## config.mk

```make
export PLATFORM = sky130hd
export DESIGN_NAME = hsb_to_rgba_converter_flat
export DESIGN_NICKNAME = d
export VERILOG_FILES = /design/src/rtl/hsbc_pkg.sv /design/src/rtl/hsbc_stream_if.sv /design/src/rtl/hsb_to_rgba_converter.sv /design/src/flat_wrapper.sv
export SDC_FILE = /design/constraint.sdc
export NUM_CORES = 1
export LEC_CHECK = 0
export BUFFER_PORTS_ARGS = -buffer_cell sky130_fd_sc_hd__buf_4
export CAP_MARGIN = 25
export CORE_MARGIN = 5
export CORE_UTILIZATION = 56
export CTS_CLUSTER_SIZE = 25
export DETAILED_ROUTE_END_ITERATION = 7
export PLACE_DENSITY = 0.82
export SLEW_MARGIN = 20
export SYNTH_ARGS = -nofsm -noshare
export SYNTH_HDL_FRONTEND = slang
export SYNTH_SLANG_ARGS = --single-unit
```

## constraint.sdc

```tcl
create_clock -name clk_i -period 10.8 [get_ports clk_i]
set_input_delay 3.24 -clock clk_i [delete_from_list [all_inputs] [get_ports clk_i]]
set_output_delay 3.24 -clock clk_i [all_outputs]
set_load 0.02 [all_outputs]
```

## src/rtl/hsbc_pkg.sv

```systemverilog
// Shared types and constants for the HSB to RGBA converter.
// Used by the stream interfaces and by the converter top level; no dependencies.
`timescale 1ns / 1ps
`default_nettype none

package hsbc_pkg;

  localparam int unsigned ChanW  = 8;
  localparam int unsigned ColorW = 32;

  // Doubled hue thresholds: hue/60deg equals 2*hue/85.
  localparam logic [8:0] HalfSector   = 9'd85;
  localparam logic [8:0] TwoSectors   = 9'd170;
  localparam logic [8:0] ThreeSectors = 9'd255;
  localparam logic [8:0] FourSectors  = 9'd340;
  localparam logic [8:0] FiveSectors  = 9'd425;
  localparam logic [8:0] FullTurn     = 9'd510;

  // Zero channel: floor((n + 127) / 255) through a 257/65536 reciprocal.
  localparam logic [15:0] ZeroBias  = 16'd127;
  localparam logic [23:0] ZeroRecip = 24'd257;
  localparam logic [15:0] Full      = 16'd255;

  // Secondary channel: floor((2N + 21675) / 43350) through a 2^-32 reciprocal.
  localparam logic [22:0] SecScale = 23'd85;
  localparam logic [23:0] SecBias  = 24'd21675;
  localparam logic [23:0] SecDiv   = 24'd43350;
  localparam logic [40:0] SecRecip = 41'd99076;

  typedef enum logic [2:0] {
    SEC_RED_YEL  = 3'd0,
    SEC_YEL_GRN  = 3'd1,
    SEC_GRN_CYN  = 3'd2,
    SEC_CYN_BLU  = 3'd3,
    SEC_BLU_MAG  = 3'd4,
    SEC_MAG_RED  = 3'd5
  } sector_e;

endpackage

`default_nettype wire

```

## src/rtl/hsbc_stream_if.sv

```systemverilog
// Valid/ready stream interfaces for the HSB input words and RGBA output words.
// Depends on hsbc_pkg for the field widths.
`timescale 1ns / 1ps
`default_nettype none

interface hsbc_hsb_if;
  logic                        valid;
  logic                        ready;
  logic [hsbc_pkg::ChanW-1:0]  hue;
  logic [hsbc_pkg::ChanW-1:0]  saturation;
  logic [hsbc_pkg::ChanW-1:0]  brightness;
  logic [hsbc_pkg::ChanW-1:0]  alpha;

  modport source (output valid, hue, saturation, brightness, alpha, input ready);
  modport sink   (input valid, hue, saturation, brightness, alpha, output ready);
endinterface

interface hsbc_rgba_if;
  logic                        valid;
  logic                        ready;
  logic [hsbc_pkg::ColorW-1:0] packed_color;

  modport source (output valid, packed_color, input ready);
  modport sink   (input valid, packed_color, output ready);
endinterface

`default_nettype wire

```

## src/rtl/hsb_to_rgba_converter.sv

```systemverilog
// HSB to RGBA8888 converter top level: a four-stage valid/ready pipeline.
// Depends on hsbc_pkg and the stream interfaces in hsbc_stream_if.sv.
//
// Usage: each word on hsb_i carries 8-bit hue (0..255 over a full turn),
// saturation, brightness and alpha. Each accepted word yields exactly one
// word on rgba_o, packed as red, green, blue, alpha from the top byte down.
// The conversion is exact fixed point: the largest channel is the
// brightness, the smallest is brightness times (1 - saturation) rounded half
// up, and the remaining channel is found by constant reciprocal multiplies
// with a one-step correction.
// A word accepted from hsb_i passes through the four register stages in turn
// before it is presented on rgba_o. The block accepts one word every cycle
// while the receiver keeps taking words, because each register stage moves on
// as soon as the stage after it does.
// Each stage has its own valid bit and advances whenever it is empty or the
// stage after it moves, so when the receiver stalls the pipeline keeps
// filling its bubbles and only then pushes back on hsb_i. No word is lost
// or repeated during a stall.
// Reset clears all valid bits; the data registers are not reset.
`timescale 1ns / 1ps
`default_nettype none

module hsb_to_rgba_converter (
  input  wire         clk_i,
  input  wire         rst_ni,
  hsbc_hsb_if.sink    hsb_i,
  hsbc_rgba_if.source rgba_o
);

  // Pipeline control: stage k moves when it is empty or its successor moves.
  logic v1_q, v2_q, v3_q, vo_q;
  logic en1, en2, en3, eno;

  assign eno = !vo_q || rgba_o.ready;
  assign en3 = !v3_q || eno;
  assign en2 = !v2_q || en3;
  assign en1 = !v1_q || en2;
  assign hsb_i.ready = en1;

  always_ff @(posedge clk_i or negedge rst_ni) begin
    if (!rst_ni) begin
      v1_q <= 1'b0;
      v2_q <= 1'b0;
      v3_q <= 1'b0;
      vo_q <= 1'b0;
    end else begin
      if (en1) v1_q <= hsb_i.valid;
      if (en2) v2_q <= v1_q;
      if (en3) v3_q <= v2_q;
      if (eno) vo_q <= v3_q;
    end
  end

  // Stage 1: hue sector and secondary weight f = 85 - |(2h mod 170) - 85|,
  // plus the two brightness products b*s and b*(255-s).
  logic [8:0]  hue2;
  logic [8:0]  rem2;
  logic [6:0]  hue_gap;
  logic [6:0]  f_d;
  logic [2:0]  sec_cnt;
  logic [15:0] bs_d, n_d;

  always_comb begin
    hue2 = {hsb_i.hue, 1'b0};
    priority if (hue2 >= hsbc_pkg::FullTurn)    rem2 = hue2 - hsbc_pkg::FullTurn;
    else if (hue2 >= hsbc_pkg::FourSectors)     rem2 = hue2 - hsbc_pkg::FourSectors;
    else if (hue2 >= hsbc_pkg::TwoSectors)      rem2 = hue2 - hsbc_pkg::TwoSectors;
    else                                        rem2 = hue2;
    if (rem2 >= hsbc_pkg::HalfSector) hue_gap = 7'(rem2 - hsbc_pkg::HalfSector);
    else                              hue_gap = 7'(hsbc_pkg::HalfSector - rem2);
    f_d = 7'(hsbc_pkg::HalfSector) - hue_gap;
    // Counting only five thresholds folds hue 255 into the last sector.
    sec_cnt = {2'b0, hue2 >= hsbc_pkg::HalfSector}
            + {2'b0, hue2 >= hsbc_pkg::TwoSectors}
            + {2'b0, hue2 >= hsbc_pkg::ThreeSectors}
            + {2'b0, hue2 >= hsbc_pkg::FourSectors}
            + {2'b0, hue2 >= hsbc_pkg::FiveSectors};
    bs_d = 16'(hsb_i.brightness) * 16'(hsb_i.saturation);
    n_d  = 16'(hsb_i.brightness) * {8'b0, ~hsb_i.saturation};
  end

  hsbc_pkg::sector_e sec1_q, sec2_q, sec3_q;
  logic [6:0]  f1_q;
  logic [15:0] bs1_q, n1_q;
  logic [7:0]  b1_q, b2_q, b3_q;
  logic [7:0]  a1_q, a2_q, a3_q;

  always_ff @(posedge clk_i) begin
    if (en1) begin
      sec1_q <= hsbc_pkg::sector_e'(sec_cnt);
      f1_q   <= f_d;
      bs1_q  <= bs_d;
      n1_q   <= n_d;
      b1_q   <= hsb_i.brightness;
      a1_q   <= hsb_i.alpha;
    end
  end

  // Stage 2: secondary numerator terms and the zero-channel estimate.
  logic [22:0] t_d, u_d;
  logic [15:0] y_d;
  logic [23:0] zp;

  always_comb begin
    t_d = 23'(bs1_q) * 23'(f1_q);
    u_d = 23'(n1_q) * hsbc_pkg::SecScale;
    y_d = n1_q + hsbc_pkg::ZeroBias;
    zp  = 24'(y_d) * hsbc_pkg::ZeroRecip;
  end

  logic [22:0] t2_q, u2_q;
  logic [15:0] y2_q;
  logic [7:0]  zq2_q;

  always_ff @(posedge clk_i) begin
    if (en2) begin
      t2_q   <= t_d;
      u2_q   <= u_d;
      y2_q   <= y_d;
      zq2_q  <= zp[23:16];
      sec2_q <= sec1_q;
      b2_q   <= b1_q;
      a2_q   <= a1_q;
    end
  end

  // Stage 3: secondary estimate by reciprocal and zero-channel correction.
  logic [22:0] nsum;
  logic [23:0] x_d;
  logic [40:0] sp;
  logic [15:0] zr;
  logic [7:0]  zer_d;

  always_comb begin
    nsum  = t2_q + u2_q;
    x_d   = {nsum, 1'b0} + hsbc_pkg::SecBias;
    sp    = 41'(x_d) * hsbc_pkg::SecRecip;
    zr    = y2_q - 16'(zq2_q) * hsbc_pkg::Full;
    zer_d = zq2_q + {7'b0, zr >= hsbc_pkg::Full};
  end

  logic [23:0] x3_q;
  logic [7:0]  sq3_q, zer3_q;

  always_ff @(posedge clk_i) begin
    if (en3) begin
      x3_q   <= x_d;
      sq3_q  <= sp[39:32];
      zer3_q <= zer_d;
      sec3_q <= sec2_q;
      b3_q   <= b2_q;
      a3_q   <= a2_q;
    end
  end

  // Output stage: secondary correction, channel routing by sector, packing.
  logic [23:0] sr;
  logic [7:0]  sec_val;
  logic [7:0]  red, grn, blu;

  always_comb begin
    sr      = x3_q - 24'(sq3_q) * hsbc_pkg::SecDiv;
    sec_val = sq3_q + {7'b0, sr >= hsbc_pkg::SecDiv};
    unique case (sec3_q)
      hsbc_pkg::SEC_RED_YEL: begin red = b3_q;    grn = sec_val; blu = zer3_q;  end
      hsbc_pkg::SEC_YEL_GRN: begin red = sec_val; grn = b3_q;    blu = zer3_q;  end
      hsbc_pkg::SEC_GRN_CYN: begin red = zer3_q;  grn = b3_q;    blu = sec_val; end
      hsbc_pkg::SEC_CYN_BLU: begin red = zer3_q;  grn = sec_val; blu = b3_q;    end
      hsbc_pkg::SEC_BLU_MAG: begin red = sec_val; grn = zer3_q;  blu = b3_q;    end
      default:               begin red = b3_q;    grn = zer3_q;  blu = sec_val; end
    endcase
  end

  logic [31:0] color_q;

  always_ff @(posedge clk_i) begin
    if (eno) color_q <= {red, grn, blu, a3_q};
  end

  assign rgba_o.valid        = vo_q;
  assign rgba_o.packed_color = color_q;

  // An accepted word always lands in the first stage.
  a_accept_fills: assert property (@(posedge clk_i) disable iff (!rst_ni)
    (hsb_i.valid && hsb_i.ready) |=> v1_q)
    else $error("accepted word not captured in stage 1");

  // The reciprocal estimate of the secondary channel is off by at most one.
  a_sec_corr: assert property (@(posedge clk_i) disable iff (!rst_ni)
    v3_q |-> (sr < 24'd86700))
    else $error("secondary reciprocal estimate out of range");

  // The secondary channel lies between the zero channel and the brightness.
  a_sec_order: assert property (@(posedge clk_i) disable iff (!rst_ni)
    v3_q |-> (sec_val <= b3_q && sec_val >= zer3_q))
    else $error("secondary channel outside zero..brightness");

  // A stalled output word stays put until it is taken.
  a_out_hold: assert property (@(posedge clk_i) disable iff (!rst_ni)
    (vo_q && !rgba_o.ready) |=> (vo_q && $stable(color_q)))
    else $error("output word changed while stalled");

endmodule

`default_nettype wire

```

## src/flat_wrapper.sv

```systemverilog
// flat-port wrapper written by rule: the top's interface ports become plain ports
module hsb_to_rgba_converter_flat 
  (clk_i, rst_ni, hsb_i_valid, hsb_i_hue, hsb_i_saturation, hsb_i_brightness, hsb_i_alpha, hsb_i_ready, rgba_o_valid, rgba_o_packed_color, rgba_o_ready);
  hsbc_hsb_if hsb_i_i ();
  hsbc_rgba_if rgba_o_i ();
  input  wire clk_i;
  input  wire rst_ni;
  input wire logic [$bits(hsb_i_i.valid)-1:0] hsb_i_valid;
  input wire logic [$bits(hsb_i_i.hue)-1:0] hsb_i_hue;
  input wire logic [$bits(hsb_i_i.saturation)-1:0] hsb_i_saturation;
  input wire logic [$bits(hsb_i_i.brightness)-1:0] hsb_i_brightness;
  input wire logic [$bits(hsb_i_i.alpha)-1:0] hsb_i_alpha;
  output wire logic [$bits(hsb_i_i.ready)-1:0] hsb_i_ready;
  output wire logic [$bits(rgba_o_i.valid)-1:0] rgba_o_valid;
  output wire logic [$bits(rgba_o_i.packed_color)-1:0] rgba_o_packed_color;
  input wire logic [$bits(rgba_o_i.ready)-1:0] rgba_o_ready;
  assign hsb_i_i.valid = hsb_i_valid;
  assign hsb_i_i.hue = hsb_i_hue;
  assign hsb_i_i.saturation = hsb_i_saturation;
  assign hsb_i_i.brightness = hsb_i_brightness;
  assign hsb_i_i.alpha = hsb_i_alpha;
  assign hsb_i_ready = hsb_i_i.ready;
  assign rgba_o_valid = rgba_o_i.valid;
  assign rgba_o_packed_color = rgba_o_i.packed_color;
  assign rgba_o_i.ready = rgba_o_ready;
  hsb_to_rgba_converter u_core (.clk_i(clk_i), .rst_ni(rst_ni), .hsb_i(hsb_i_i), .rgba_o(rgba_o_i));
endmodule
```

==> reports/qor.txt <==
RUN STATUS
----------------------------------------------------------------------------------------
Status                                                                      finished, final reports clean

WORST SETUP PATH
----------------------------------------------------------------------------------------
Launch point of the worst path                                              u_core.u2_q[1]$_DFFE_PP_
Largest stage delay on the critical path                                         0.57 ns
Critical Path End Type                                                         flip-flop
Data arrival time of the critical path                                           9.08 ns
Cell family with the largest share of critical-path delay                    adder cells
Count of cells along the worst register-to-register path                              30
Worst R2R Setup Slack                                                            2.03 ns
Startpoint class of the critical path                                          flip-flop
CP Data Required Time                                                           11.11 ns
Startpoint of the lowest-slack register-to-register path                    u_core.u2_q[1]$_DFFE_PP_
Number of stages on the worst setup path                                              30
Buffers & Inverters on Critical Path                                                   2
Slowest library cell on the worst path                                      sky130_fd_sc_hd__a2111oi_0
Critical path fanouts, max                                                             5
Most frequent cell on the critical path                                     sky130_fd_sc_hd__ha_1
Critical setup path kind                                                    flip-flop to flip-flop
Capturing point of the worst reg2reg path                                   u_core.sq3_q[7]$_DFFE_PP_
Endpoint of the most critical setup path                                    u_core.sq3_q[7]$_DFFE_PP_

DETAILED ROUTING
----------------------------------------------------------------------------------------
Count of TritonRoute iterations in the first routing pass                              5
Antenna viol nets, final                                                               0
Routed WL                                                                        62.7 mm
DR DRC count                                                                           0
Total number of vias                                                               20400
Detailed router's first-iteration violation count                                   1427
Mean number of vias per cell                                                        5.67
Average wire per cell in the routed design                                       17.5 um

CLOCKING
----------------------------------------------------------------------------------------
Max Buffers Root-to-Sink                                                               3
Htree depth                                                                            1
TritonCTS clock tree                                                                done
Cell at the root of the clock tree                                          sky130_fd_sc_hd__clkbuf_16
# resized after CTS                                                                    0
Clock-pin slew of the registers on the worst-case setup and hold paths           0.06 ns
Clock latency of the later-clocked register in the worst-skew pair               0.57 ns
Count of hold-fix buffers inserted at cts                                              0
Buffers inserted by post-CTS timing repair                                             0
Number of clock buffers inserted by TritonCTS                                         27
Num Clock Sinks                                                                      239

RUN
----------------------------------------------------------------------------------------
Number of max-capacitance violations reported                                          0

STA
----------------------------------------------------------------------------------------
Portion of the clock cycle consumed by the worst path in the final layout          81.2%
Clk_skew                                                                       0.0332 ns
Setup TNS after final layout                                                        0 ns
Setup violation total in the final timing report                                       0
Final hold violation count                                                             0
Worst-case headroom to the max-slew limit                                          30.3%
Setup repair after global routing missed its margin                                false
Top achievable clock speed                                                       114 MHz
Count of final max-slew check failures                                                 0
Shortest period the worst path allows                                            8.77 ns
Worst Tran Pin Value                                                             1.05 ns

FINAL LAYOUT
----------------------------------------------------------------------------------------
Filler Cell Count                                                                   4079
P&R area growth vs syn                                                             7.24%
Count of nets after finishing                                                       3707
Most common library cell in the layout ignoring fill and taps               sky130_fd_sc_hd__ha_1
Share of layout cells above drive strength 1                                       5.36%
Commonest cells after routing, fill and taps aside                          sky130_fd_sc_hd__ha_1 (510), sky130_fd_sc_hd__inv_1 (486), sky130_fd_sc_hd__fa_1 (269)
N_diodes                                                                               0

SYNTHESIS
----------------------------------------------------------------------------------------
Portion of synthesized cell area occupied by the leading cell type                 24.2%
Sequential element share of the synthesized area                                   24.6%
FFs w/ async S/R, synth                                                            1.67%
Library cell with the largest summed area after synthesis                   sky130_fd_sc_hd__edfxtp_1
Synthesized area divided by synthesized cell count                            10.3 sq um
Area contributors post-synth                                                sky130_fd_sc_hd__edfxtp_1 (24%), sky130_fd_sc_hd__ha_1 (22%), sky130_fd_sc_hd__fa_1 (18%)
Number of warning messages in the yosys log                                            0
Post-synthesis sequential element count                                              239
Synthesized net count                                                               3651
Synthesized cell area                                                       0.0291 sq mm
Post-Synthesis Cells                                                                2836
Count of different cell masters after synthesis                                       85
Number of synthesized flops with an enable pin                                       235
Synth Flop Type                                                             sky130_fd_sc_hd__edfxtp_1

PLACE
----------------------------------------------------------------------------------------
Buffers on Ports                                                                      69
GPL Wtd Cong                                                                       0.902
Half-perimeter wire length of the detailed placement result                      51.4 mm

FLOORPLANNING
----------------------------------------------------------------------------------------
Die height                                                                        238 um
Row cnt                                                                               83
Horiz. Die Dim                                                                    238 um
Area enclosed by the die boundary                                           0.0567 sq mm
Effective utilization at floorplan                                                 56.7%
Core area                                                                   0.0514 sq mm
Number of primary I/O pins                                                            70

HOLD PATH
----------------------------------------------------------------------------------------
Type of the tightest min-delay check                                        flip-flop to flip-flop
Depth of the worst hold-timing path                                                    0

GRT
----------------------------------------------------------------------------------------
Remaining Overflow, GRT                                                                0
Total routing resource utilization after global routing                            22.6%
Via count of the first global-routing pass                                         21800
Maximum number of pins on one net before global-route repair                          82
Wire length of the first global-routing pass                                      107 mm
Antenna violations before repair                                                       1

metal layers:
| metal | up-vias | GRT usage, % | wire, um |
|---|---|---|---|
| met1 | 9966 | 28.9 | 26800 |
| li1 | 9780 | - | - |
| met5 | - | 0 | 0 |
| met4 | 0 | 5.23 | 1520 |
| met3 | 109 | 2.47 | 2560 |
| met2 | 526 | 41.3 | 31800 |
synthesized netlist by cell type (10+ instances only):
library cell and number:
sky130_fd_sc_hd__or2_2 13, sky130_fd_sc_hd__nor3_1 33, sky130_fd_sc_hd__mux2i_1 37, sky130_fd_sc_hd__ha_1 510
sky130_fd_sc_hd__and3_1 10, sky130_fd_sc_hd__o21a_1 16, sky130_fd_sc_hd__nor2b_1 49, sky130_fd_sc_hd__nand4_1 16
sky130_fd_sc_hd__a21boi_0 18, sky130_fd_sc_hd__o21bai_1 14, sky130_fd_sc_hd__clkbuf_1 37, sky130_fd_sc_hd__fa_1 269
sky130_fd_sc_hd__nand2b_1 49, sky130_fd_sc_hd__a211oi_1 12, sky130_fd_sc_hd__or3_1 11, sky130_fd_sc_hd__nand2_1 195
sky130_fd_sc_hd__nor2_1 78, sky130_fd_sc_hd__xnor2_1 138, sky130_fd_sc_hd__inv_1 487, sky130_fd_sc_hd__and2_1 69
sky130_fd_sc_hd__a21oi_1 120, sky130_fd_sc_hd__edfxtp_1 235, sky130_fd_sc_hd__nand3_1 36, sky130_fd_sc_hd__a21o_1 53
sky130_fd_sc_hd__xor2_1 52, sky130_fd_sc_hd__o22ai_1 28, sky130_fd_sc_hd__o21ai_0 85
cells by family after synthesis:
family	after synthesis	share of synthesized area, %
AOI/OAI and AO/OA	464	10.8
xor gates and xnor gates	191	5.77
adders and majority gates	779	40.4
buffers and inverters	535	6.97
DFF	239	24.6
muxes	40	1.43
and+or+nand+nor	588	10.1
area by class of cell:
cell class / instances / area (sq um) / share of cell area, %
Timing Repair Buffer: 73 / 548 / 1.75
Clock buffer: 32 / 694 / 2.22
Tap cell: 680 / 851 / 2.72
Sequential cell: 239 / 7160 / 22.9
Clock inverter: 18 / 186 / 0.597
Inverter: 489 / 1840 / 5.88
Multi-Input combinational cell: 2062 / 20000 / 63.9
registers in the layout (all words and copies together), names as in the netlist, 3 cells and up:
signal / count
u_core.sq3_q: 8
u_core.n1_q: 16
u_core.x3_q: 23
u_core.b2_q: 8
u_core.t2_q: 22
u_core.zer3_q: 8
u_core.f1_q: 6
u_core.rgba_o.packed_color: 32
u_core.zq2_q: 8
u_core.b3_q: 8
u_core.b1_q: 8
u_core.y2_q: 16
u_core.a1_q: 8
u_core.sec3_q: 3
u_core.u2_q: 23
u_core.sec2_q: 3
u_core.sec1_q: 3
u_core.a3_q: 8
u_core.a2_q: 8
u_core.bs1_q: 16
worst min-delay path by stage:
stage                        startpoint                        to  slack, ns
2_1_floorplan  u_core.a1_q[0]$_DFFE_PP_  u_core.a2_q[0]$_DFFE_PP_       0.40
3_3_place_gp   u_core.b1_q[0]$_DFFE_PP_  u_core.b2_q[0]$_DFFE_PP_       0.40
3_5_place_dp   u_core.a2_q[2]$_DFFE_PP_  u_core.a3_q[2]$_DFFE_PP_       0.40
4_1_cts        u_core.b2_q[4]$_DFFE_PP_  u_core.b3_q[4]$_DFFE_PP_       0.40
5_1_grt        u_core.b2_q[2]$_DFFE_PP_  u_core.b3_q[2]$_DFFE_PP_       0.42
6_report       u_core.b2_q[4]$_DFFE_PP_  u_core.b3_q[4]$_DFFE_PP_       0.39
per-stage QoR:
stage | cell area (sq um) | utilization (%) | setup WS (ns) | instances | hold slack [ns]
6_report | 31200 | 60.8 | 2.03 | 3593 | 0.392
5_1_grt | 31200 | 60.8 | 1.44 | 3593 | 0.422
4_1_cts | 31200 | 60.8 | 2.05 | 3593 | 0.396
3_5_place_dp | 30400 | 59.1 | 2.07 | 3543 | 0.405
3_3_place_gp | 30400 | 59.1 | 2.16 | 3543 | 0.402
2_1_floorplan | 29100 | - | 2.30 | 2836 | 0.400
worst register-to-register path, delay by kind of cell (launching register included):
kind	cells	cell delay, ns
adder cells (fa/ha/maj)	9	3.34
AO/OA/AOI/OAI	12	3.31
AND/OR/NAND/NOR	5	0.93
XOR/XNOR	2	0.46
flip-flops	1	0.36
buffers and inverters	2	0.11
Power is not shown: default switching activity piles up to over one toggle a cycle in this logic, so the estimate is an artifact.
